--- src/lgs_pkg.sv ---
// ----------------------------------------------------------------------------
// lgs_pkg
// Shared constants and types for the life generation stencil.
// ----------------------------------------------------------------------------
`default_nettype none

package lgs_pkg;

	localparam int unsigned GRID_W       = 7;
	localparam int unsigned COUNT_W      = 4;
	localparam int unsigned WINDOW_W     = 6;
	localparam int unsigned COLUMN_W     = 3;
	localparam int unsigned MAX_SIZE_DEF = 64;

	localparam logic [GRID_W-1:0]  GRID_RESET = GRID_W'(3);
	localparam logic [COUNT_W-1:0] BIRTH_CNT  = COUNT_W'(3);
	localparam logic [COUNT_W-1:0] KEEP_CNT   = COUNT_W'(2);

	// position flags of the cell being transferred in
	typedef struct packed {
		logic emit;
		logic last;
	} pos_t;

endpackage

`default_nettype wire

--- src/life_generation_stencil.sv ---
// One generation of Life (birth on 3, survival on 2 or 3) over a streamed
// grid. Cells of the padded frame (interior of side grid_size plus a one-cell
// halo ring) are transferred in raster order, one per clock when neither side
// stalls; each interior cell's next state and neighbor count come out once its
// lower-right neighbor has been transferred in, with last_cell marking the
// bottom-right interior cell. On its transfer an input cell is loaded into the
// input register together with the line RAM's registered read of the two rows
// above; from there it moves on to the result register. While a result waits
// under out_stall, an emitting cell holds in the input register and in_stall
// stays high. Writing grid_size restarts the frame and is to be done only
// while the block is idle; the block itself does not enforce this.
// ----------------------------------------------------------------------------
// life_generation_stencil
// Line-buffered 3x3 Life stencil with a result register on the output side.
// ----------------------------------------------------------------------------
`default_nettype none

module life_generation_stencil import lgs_pkg::*; #(
	parameter int unsigned MAX_SIZE = MAX_SIZE_DEF
) (
	input  wire logic               clk,
	input  wire logic               arst_n,
	input  wire logic               cfg_wr_en,
	input  wire logic [GRID_W-1:0]  cfg_wr_data,
	input  wire logic               in_valid,
	output logic                    in_stall,
	input  wire logic               cell_alive,
	output logic                    out_valid,
	input  wire logic               out_stall,
	output logic                    next_alive,
	output logic      [COUNT_W-1:0] neighbor_count,
	output logic                    last_cell
);

	localparam int unsigned AW    = $clog2(MAX_SIZE + 2);
	localparam int unsigned DEPTH = MAX_SIZE + 2;

	logic                in_xfer;
	logic [AW-1:0]       column;
	pos_t                pos;

	logic                valid_s1;
	logic                cell_s1;
	logic [AW-1:0]       column_s1;
	pos_t                pos_s1;
	logic                move_s1;

	logic [1:0]          line_rd;
	logic [1:0]          line_wr;
	logic [COLUMN_W-1:0] col_bits;
	logic [WINDOW_W-1:0] window_q;

	logic                alive;
	logic [COUNT_W-1:0]  count;

	assign in_xfer  = in_valid && !in_stall;
	assign move_s1  = valid_s1 && (!pos_s1.emit || !out_valid || !out_stall);
	assign in_stall = valid_s1 && !move_s1;

	lgs_frame_ctr #(
		.MAX_SIZE(MAX_SIZE)
	) u_frame_ctr (
		.clk        (clk),
		.arst_n     (arst_n),
		.cfg_wr_en  (cfg_wr_en),
		.cfg_wr_data(cfg_wr_data),
		.advance    (in_xfer),
		.column     (column),
		.pos        (pos)
	);

	// bit 0 upper line, bit 1 middle line; a column moves down one row per write
	lgs_ram #(
		.WIDTH(2),
		.DEPTH(DEPTH)
	) u_line_ram (
		.clk    (clk),
		.wr_en  (move_s1),
		.wr_addr(column_s1),
		.wr_data(line_wr),
		.rd_en  (in_xfer),
		.rd_addr(column),
		.rd_data(line_rd)
	);

	assign line_wr  = {cell_s1, line_rd[1]};
	assign col_bits = {cell_s1, line_rd[1], line_rd[0]};

	always_ff @(posedge clk or negedge arst_n) begin
		if (!arst_n) begin
			valid_s1 <= 1'b0;
		end else if (in_xfer) begin
			valid_s1 <= 1'b1;
		end else if (move_s1) begin
			valid_s1 <= 1'b0;
		end
	end

	always_ff @(posedge clk) begin
		if (in_xfer) begin
			cell_s1   <= cell_alive;
			column_s1 <= column;
			pos_s1    <= pos;
		end
	end

	always_ff @(posedge clk or negedge arst_n) begin
		if (!arst_n) begin
			window_q <= '0;
		end else if (cfg_wr_en) begin
			window_q <= '0;
		end else if (move_s1) begin
			window_q <= {window_q[2:0], col_bits};
		end
	end

	lgs_rule u_rule (
		.window(window_q),
		.column(col_bits),
		.alive (alive),
		.count (count)
	);

	always_ff @(posedge clk or negedge arst_n) begin
		if (!arst_n) begin
			out_valid <= 1'b0;
		end else if (move_s1 && pos_s1.emit) begin
			out_valid <= 1'b1;
		end else if (!out_stall) begin
			out_valid <= 1'b0;
		end
	end

	always_ff @(posedge clk) begin
		if (move_s1 && pos_s1.emit) begin
			next_alive     <= alive;
			neighbor_count <= count;
			last_cell      <= pos_s1.last;
		end
	end

`ifndef SYNTHESIS
	a_stall_needs_s1: assert property (@(posedge clk) disable iff (!arst_n)
		in_stall |-> valid_s1)
		else $error("input stalled with stage 1 empty");

	a_emit_loads_out: assert property (@(posedge clk) disable iff (!arst_n)
		(move_s1 && pos_s1.emit) |=> out_valid)
		else $error("emitted cell did not reach the result register");

	a_alive_count: assert property (@(posedge clk) disable iff (!arst_n)
		(out_valid && next_alive) |-> (neighbor_count == KEEP_CNT
			|| neighbor_count == BIRTH_CNT))
		else $error("live result with neighbor count other than two or three");

	a_count_range: assert property (@(posedge clk) disable iff (!arst_n)
		out_valid |-> (neighbor_count <= COUNT_W'(8)))
		else $error("neighbor count above eight");
`endif

endmodule

`default_nettype wire

--- src/lgs_ram.sv ---
// ----------------------------------------------------------------------------
// lgs_ram
// Generic single write port, single read port RAM with registered read.
// ----------------------------------------------------------------------------
`default_nettype none

module lgs_ram #(
	parameter int unsigned WIDTH = 2,
	parameter int unsigned DEPTH = 66
) (
	input  wire logic                     clk,
	input  wire logic                     wr_en,
	input  wire logic [$clog2(DEPTH)-1:0] wr_addr,
	input  wire logic [WIDTH-1:0]         wr_data,
	input  wire logic                     rd_en,
	input  wire logic [$clog2(DEPTH)-1:0] rd_addr,
	output logic      [WIDTH-1:0]         rd_data
);

	logic [WIDTH-1:0] mem_q [DEPTH];

	always_ff @(posedge clk) begin
		if (wr_en) begin
			mem_q[wr_addr] <= wr_data;
		end
		if (rd_en) begin
			rd_data <= mem_q[rd_addr];
		end
	end

endmodule

`default_nettype wire

--- src/lgs_frame_ctr.sv ---
// ----------------------------------------------------------------------------
// lgs_frame_ctr
// Grid size register and raster position counters over the padded frame.
// ----------------------------------------------------------------------------
`default_nettype none

module lgs_frame_ctr import lgs_pkg::*; #(
	parameter int unsigned MAX_SIZE = MAX_SIZE_DEF
) (
	input  wire logic                            clk,
	input  wire logic                            arst_n,
	input  wire logic                            cfg_wr_en,
	input  wire logic [GRID_W-1:0]               cfg_wr_data,
	input  wire logic                            advance,
	output logic      [$clog2(MAX_SIZE+2)-1:0]   column,
	output pos_t                                 pos
);

	localparam int unsigned AW = $clog2(MAX_SIZE + 2);
	localparam int unsigned EW = (AW > GRID_W) ? AW : GRID_W;

	logic [GRID_W-1:0] grid_size_q;
	logic [AW-1:0]     col_q;
	logic [AW-1:0]     row_q;
	logic [EW-1:0]     grid_ext;
	logic [EW-1:0]     grid_clamped;
	logic [AW-1:0]     side_m1;
	logic              col_end;
	logic              row_end;

	// out-of-range sizes: zero acts as one, oversize as the maximum
	always_comb begin
		grid_ext = EW'(grid_size_q);
		if (grid_ext == '0) begin
			grid_clamped = EW'(1);
		end else if (grid_ext > EW'(MAX_SIZE)) begin
			grid_clamped = EW'(MAX_SIZE);
		end else begin
			grid_clamped = grid_ext;
		end
	end

	assign side_m1 = AW'(grid_clamped + EW'(1));
	assign col_end = (col_q >= side_m1);
	assign row_end = (row_q >= side_m1);

	always_ff @(posedge clk or negedge arst_n) begin
		if (!arst_n) begin
			grid_size_q <= GRID_RESET;
			col_q       <= '0;
			row_q       <= '0;
		end else if (cfg_wr_en) begin
			grid_size_q <= cfg_wr_data;
			col_q       <= '0;
			row_q       <= '0;
		end else if (advance) begin
			if (col_end) begin
				col_q <= '0;
				row_q <= row_end ? '0 : row_q + AW'(1);
			end else begin
				col_q <= col_q + AW'(1);
			end
		end
	end

	assign column   = col_q;
	assign pos.emit = (row_q >= AW'(2)) && (col_q >= AW'(2)) && !(row_q > side_m1)
		&& !(col_q > side_m1);
	assign pos.last = (row_q == side_m1) && (col_q == side_m1);

endmodule

`default_nettype wire

--- src/lgs_rule.sv ---
// ----------------------------------------------------------------------------
// lgs_rule
// Neighbor count over the 3x3 window and the birth-on-3, survive-on-2-or-3 rule.
// ----------------------------------------------------------------------------
`default_nettype none

module lgs_rule import lgs_pkg::*; (
	input  wire logic [WINDOW_W-1:0] window,
	input  wire logic [COLUMN_W-1:0] column,
	output logic                     alive,
	output logic      [COUNT_W-1:0]  count
);

	logic [7:0] ring;
	logic       center;

	// window bit 1 is the middle of column c-1, i.e. the cell itself
	assign center = window[1];
	assign ring   = {column, window[5:2], window[0]};

	always_comb begin
		count = '0;
		for (int k = 0; k < 8; k++) begin
			count = count + COUNT_W'(ring[k]);
		end
	end

	assign alive = (count == BIRTH_CNT) || (center && (count == KEEP_CNT));

endmodule

`default_nettype wire
--- config.mk ---
export PLATFORM = sky130hd
export DESIGN_NAME = life_generation_stencil
export DESIGN_NICKNAME = d
export VERILOG_FILES = /design/src/lgs_pkg.sv /design/src/life_generation_stencil.sv /design/src/lgs_ram.sv /design/src/lgs_frame_ctr.sv /design/src/lgs_rule.sv
export SDC_FILE = /design/constraint.sdc
export NUM_CORES = 1
export LEC_CHECK = 0
export BUFFER_PORTS_ARGS = -buffer_cell sky130_fd_sc_hd__buf_2
export CORE_ASPECT_RATIO = 0.7
export CORE_MARGIN = 1.5
export CORE_UTILIZATION = 45
export CTS_BUF_LIST = sky130_fd_sc_hd__clkbuf_4 sky130_fd_sc_hd__clkbuf_8
export DETAILED_ROUTE_END_ITERATION = 10
export PLACE_DENSITY = 0.66
export SETUP_SLACK_MARGIN = 0.02
export SYNTH_ARGS = -nofsm -noshare
export SYNTH_HDL_FRONTEND = slang
export SYNTH_SLANG_ARGS = --single-unit
--- constraint.sdc ---
create_clock -name clk -period 5.3 [get_ports clk]
set_input_delay 1.06 -clock clk [delete_from_list [all_inputs] [get_ports clk]]
set_output_delay 1.06 -clock clk [all_outputs]
set_load 0.1 [all_outputs]
# Word level (Yosys, flattened, before mapping)
# Memory sizes are Yosys's and may differ from the RTL's. A register that Yosys moved wholly into a read port is not among the register bits.
# Index checks and enable logic that the tools add are counted.
# totals
in_bits	13
mem_bits_rw	132
mem_count	1
ff_bits	45
out_inout_bits	8
wordCells	78
# op_classes
add_sub_neg	10
n_eq_ne	5
n_mux	17
n_reduce_logical	25
magnitude_cmp	7
# mem_list
name	words	word_bits	read_ports	rd_ports_with_merged_regs	wr	line	text
u_line_ram.mem_q	66	2	1	1	1	lgs_ram.sv:20	logic [WIDTH-1:0] mem_q [DEPTH];
# op_table
op	count
$mux W7	9
$add A4 B1 Y4	6
$add A7 B1 Y7 const B	3
$eq A7 B7 Y1	2
$ge A7 B2 Y1 const B	2
$ge A7 B7 Y1	2
$gt A7 B7 Y1	2
$mux W6	2
$logic_and A1 B1 Y1	9
$eq A4 B2 Y1 const B	2
$reduce_bool A2 Y1	4
$gt A7 B7 Y1 const B	1
$logic_not A1 Y1	7
$logic_not A7 Y1	1
$mux W1	6
$logic_or A1 B1 Y1	3
$add A1 B1 Y2	1
$ne A2 B1 Y1 const B	1
$reduce_and A2 Y1	1

# Depth between registers and ports, before layout
# logic_depth
ltp_word	10
ltp_mapped	15
ltp_nobuf	13

# Cells and area by module
# A second synthesis with hierarchy kept.
# unflattened
hier_cells	622
area_unflattened_um2	8499.4
# modules_own_cells
mod	seq_area_each_um2	area_per_inst_um2	cells_each	instances
lgs_ram	4023.9	5654.2	340	1
lgs_frame_ctr	528.0	1795.5	215	1
life_generation_stencil	680.7	860.8	47	1
lgs_rule	0.0	188.9	20	1

# Worst setup path before layout
# No wires, ideal clock.
# synth_timing
path_kind	register to register
start	register cell_s1
end	register next_alive (data pin)
n_path_buf	0
required_ns	5.093
synth_period_minus_slack_ns	3.697
slack_ns	1.603
path_stages_with_launch	8
setup_time_ns	0.207
arrival_time_ns	3.490
cell_sequence	edfxtp_1 > inv_1 > fa_1 > fa_1 > fa_1 > fa_1 > xnor2_1 > a2111oi_0
# synth_between
elab_chain_len	4
elab_cells_between_ends	5
cone_classes	add/sub: 1; eq/ne: 2; reduce/logical: 2
# synth_lines
item	line	text
from (decl)	life_generation_stencil.sv:43	logic cell_s1;
from (signal assigned)	life_generation_stencil.sv:101	cell_s1 <= cell_alive;
$add A4 B1 Y4 *	lgs_rule.sv:24	count = count + COUNT_W'(ring[k]);
via count[2]	life_generation_stencil.sv:54	logic [COUNT_W-1:0] count;
$eq A4 B2 Y1	lgs_rule.sv:28	assign alive = (count == BIRTH_CNT) || (center && (count == KEEP_CNT));
$logic_and A1 B1 Y1	lgs_rule.sv:28	
$logic_or A1 B1 Y1 *	lgs_rule.sv:28	
via alive	life_generation_stencil.sv:53	logic alive;
to (signal assigned)	life_generation_stencil.sv:136	next_alive <= alive;
to (decl)	life_generation_stencil.sv:30	output logic next_alive,
# The timed path passes the listed nets; every way through them passes the cells marked *.
# A chain may end at the register's enable or synchronous reset.

# Final worst setup path
# layout_timing
start	register u_frame_ctr.grid_size_q[5], in the netlist u_frame_ctr.grid_ext[5]
end	register u_frame_ctr.row_q[1]
# layout_between
elab_chain_len	9
elab_cells_between_ends	13
cone_classes	add/sub: 1; order compare: 3; mux: 6; reduce/logical: 3
# layout_lines
item	line	text
from (decl)	lgs_frame_ctr.sv:22	logic [GRID_W-1:0] grid_size_q;
from (signal assigned)	lgs_frame_ctr.sv:53	grid_size_q <= cfg_wr_data;
$gt A7 B7 Y1	lgs_frame_ctr.sv:36	end else if (grid_ext > EW'(MAX_SIZE)) begin
$mux W7	lgs_frame_ctr.sv:36	
$mux W7 *	lgs_frame_ctr.sv:34	if (grid_ext == '0) begin
$add A7 B1 Y7 *	lgs_frame_ctr.sv:43	assign side_m1 = AW'(grid_clamped + EW'(1));
$ge A7 B7 Y1	lgs_frame_ctr.sv:45	assign row_end = (row_q >= side_m1);
$mux W7	lgs_frame_ctr.sv:59	row_q <= row_end ? '0 : row_q + AW'(1);
$mux W7	lgs_frame_ctr.sv:57	if (col_end) begin
$mux W7	lgs_frame_ctr.sv:56	end else if (advance) begin
$mux W7	lgs_frame_ctr.sv:52	end else if (cfg_wr_en) begin
to (signal assigned)	lgs_frame_ctr.sv:59	
to (decl)	lgs_frame_ctr.sv:24	logic [AW-1:0] row_q;
# Mark *: on every way between the ends. The rest lies on a longest branch, timed or not. The select of a mux whose other input is x is not followed.

==> impl_metrics.csv <==
group,metric,value,unit
timing,timing.slew.headroom,30.2,%
synthesis,syn_area,0.00835,mm2
final_layout,fin_util,50.1,%
power_and_ir_drop,p_seq_share,48.0,%
critical_path,crit_path_cell_trace,"or4_1, nor2_1, o21a_1, ha_1, xnor2_1, ha_1, a21oi_1, a21boi_0, a2111oi_1, o211ai_1, nor3_1, buf_4, nor3_1, mux2_2",
synthesis,synth_top_area_share,54.0,%
synthesis,seq_area_frac_synth,62.7,%
clock_network,ctsHoldBuffers,0,
placed_design,dp_cells,829,
timing,tns,0,ps
final_layout,synthToLayoutAreaGrowth,8.63,%
power_and_ir_drop,vdd_drop_max,0.283,mV
routing,wl,17.9,mm
critical_path,crit_fanout,12,
routing,dr_wl_met3,1.44,mm
critical_path,worstPathArrival,4360,ps
floorplan,start_util,46.1,%
critical_path,required,5650,ps
floorplan,coreArea,0.0181,mm2
power_and_ir_drop,cellLeakagePower,0.00302,uW
critical_path,worstReg2RegStart,"u_frame_ctr.grid_ext[5]",
timing,post-route-period-util,75.7,%
synthesis,synth_seq_cells,179,
power_and_ir_drop,combPwrFrac,28.2,%
synthesis,yosys.area.top_type,"edfxtp_1",
critical_path,criticalPathCategory,"reg2reg",
timing,fmax,249,MHz
floorplan,rows,41,
critical_path,reg2reg_depth,14,
final_layout,fillCellCount,1522,
grt,grt_pass1_vias,4881,
timing,rsz0062_at_grt,"false",
critical_path,crit_path_start_kind,"flop",
floorplan,fp.dieH,117,um
timing,setup_viol,0,
grt,grt_pass1_wl,27.9,mm
hold_path,hold_class,"reg2reg",
grt,grt_max_degree,68,
clock_network,insertion_delay,470,ps
floorplan,dieArea,0.0194,mm2
hold_path,min_to,"last_cell",
grt,grt_use_total,19.4,%
final_layout,antenna_cells,0,
final_layout,stdcell_count,861,
clock_network,root_buffer,"clkbuf_8",
placed_design,place_area,0.00869,mm2
placed_design,place_ws,1430,ps
routing,antenna_left,0,
floorplan,ios,21,
synthesis,synthCells,592,
routing,vias,5106,
critical_path,r2r_setup_slack,1290,ps
routing,drt_iter0_markers,531,
placed_design,gp_congestion,0.896,
final_layout,final_nets,643,
floorplan,fp.dieW,166,um
grt,gr-total-overflow,0,
routing,drc,0,
synthesis,ys.warnings.count,0,
power_and_ir_drop,p_per_area,423,mW/mm2
power_and_ir_drop,clkPwrFrac,23.8,%
grt,antenna_found_initial,0,
routing,wl_met2,7.69,mm
clock_network,clockBufferDepth,2,
synthesis,synth_nets,623,
clock_network,numCtsBuffers,17,
clock_network,cts_sinks,179,
synthesis,synth_area_leaders,"edfxtp_1, mux4_2, dfrtp_1, nor2_1, ha_1",
placed_design,dp_hpwl,12.0,mm
clock_network,cts_resized,0,
routing,met1_length,8.59,mm
routing,viasPerCell,5.93,
placed_design,port-buffer-count,20,
critical_path,crit_slowest_cell,"dfrtp_1",
final_layout,final_area,0.00907,mm2
critical_path,endpoint_kind,"flop",
timing,hold_violations,0,
final_layout,drive_gt1_share,18.7,%
synthesis,synth-main-ff-cell,"edfxtp_1",
outcome,outcome,"finished, final reports clean",
hold_path,hold_depth,0,
timing,setup_slack,1290,ps
timing,tightest_slew,1040,ps
synthesis,async_flop_share,16.2,%
routing,wl_per_cell,20.7,um
routing,routed.top_layer,"met4",
routing,firstDrtPassIters,5,
clock_network,cts_tree,"yes",
clock_network,post_cts_buffers,0,
synthesis,yosysUniqueCellTypes,62,
timing,fin_skew,19.9,ps
critical_path,worstReg2RegEnd,"u_frame_ctr.row_q[1]",
synthesis,avgSynthCellArea,14.1,um2
timing,min_period,4010,ps
clock_network,htreeDepth,4,
run,cap_viol_max_count,0,
power_and_ir_drop,switching_share,33.9,%
power_and_ir_drop,p_int,2540,uW
timing,maxSlewViolCount,0,
power_and_ir_drop,p_switching,1300,uW
critical_path,slowest_delay,500,ps
synthesis,synth-edff-count,150,
hold_path,min_from,"pos_s1[0]",
clock_network,clk_pin_slew,110,ps
==> per-stage QoR <==
stage,power (uW),hold WS (ps)
final,3840,429
after global routing,4040,458
after CTS,3860,433
after detailed placement,2950,406
after global placement,2920,402
after floorplan,2660,400
==> registers in the layout, summed over array words and instances, names as in the netlist, 2 cells and up <==
signal	flops
neighbor_count	4
u_line_ram.mem_q	132
column_s1	7
window_q	6
u_line_ram.rd_data	2
u_frame_ctr.row_q	7
u_frame_ctr.column	7
u_frame_ctr.grid_ext	7
pos_s1	2
==> layout by cell type, fill, tap and decap left out, types with 6 or more instances in the layout <==
cell	count
buf_2	20
dfrtp_1	26
inv_1	19
nand2_1	42
nor2_1	94
buf_4	6
and2_1	7
edfxtp_1	150
a21oi_1	13
ha_1	14
nand3_1	17
nor3_1	10
o211ai_1	7
nor2b_1	12
mux4_2	42
clkbuf_8	17
mux2_2	7
o21ai_0	13
==> worst max path at each step <==
stage                             from              endpoint  slack [ps]
2_1_floorplan                  cell_s1            next_alive        1600
3_3_place_gp   u_frame_ctr.grid_ext[5]  u_frame_ctr.row_q[1]        1480
3_5_place_dp   u_frame_ctr.grid_ext[5]  u_frame_ctr.row_q[1]        1430
4_1_cts        u_frame_ctr.grid_ext[5]  u_frame_ctr.row_q[1]        1350
5_1_grt        u_frame_ctr.grid_ext[5]  u_frame_ctr.row_q[1]         970
6_report       u_frame_ctr.grid_ext[5]  u_frame_ctr.row_q[1]        1290
==> Yosys cell counts, types with 4 or more instances <==
cell / n
edfxtp_1: 150
nor2_1: 94
mux4_2: 42
nand2_1: 42
dfrtp_1: 27
inv_1: 19
clkbuf_1: 18
nand3_1: 17
ha_1: 14
a21oi_1: 13
o21ai_0: 13
nor2b_1: 12
nor3_1: 10
and2_1: 7
mux2_2: 7
o211ai_1: 7
and3_1: 5
buf_2: 5
nand2b_1: 5
o41ai_1: 5
or3_1: 5
a211oi_1: 4
fa_1: 4
mux2i_1: 4
nand4_1: 4
==> layer usage <==
layer / up-vias / track usage, %
li1: 2301 / -
met1: 2594 / 30.1
met2: 197 / 27.2
met3: 14 / 4.94
met4: 0 / 5.17
met5: - / 0
==> cell type report <==
type                    instances  area (um2)  share of cell area (%)
flip-flops and latches        179        5230                    57.7
clock buffers                  17         234                    2.58
repair buffers                 26         145                    1.60
clock inverters                15         149                    1.64
inverters                      19        71.3                   0.786
well taps                     236         295                    3.26
multi-input cells             369        2940                    32.4
==> critical path, delay by kind of cell (launching register included) <==
kind	cells	cell delay (ps)
XOR/XNOR	1	210
flip-flops	1	500
multiplexers	1	330
AND/OR/NAND/NOR	4	910
AO/OA/AOI/OAI	5	1140
buffers and inverters	1	220
adder cells (fa/ha/maj)	2	570
==> kinds of logic after synthesis <==
group / synth area share [%]
AO/OA/AOI/OAI: 6.06
XOR/XNOR: 0.630
adder cells (fa/ha/maj): 3.18
buffers and inverters: 2.10
flip-flops: 62.7
multiplexers: 12.8
AND/OR/NAND/NOR: 12.6
==> power by group through the flow <==
stage / combinational (uW) / clock (uW) / sequential (uW)
2_1_floorplan: 744 / 0 / 1910
3_3_place_gp: 1050 / 0 / 1870
3_5_place_dp: 1080 / 0 / 1870
4_1_cts: 1090 / 934 / 1840
5_1_grt: 1180 / 995 / 1860
6_report: 1080 / 914 / 1840
No activity file was read; power rests on OpenSTA's default activity.
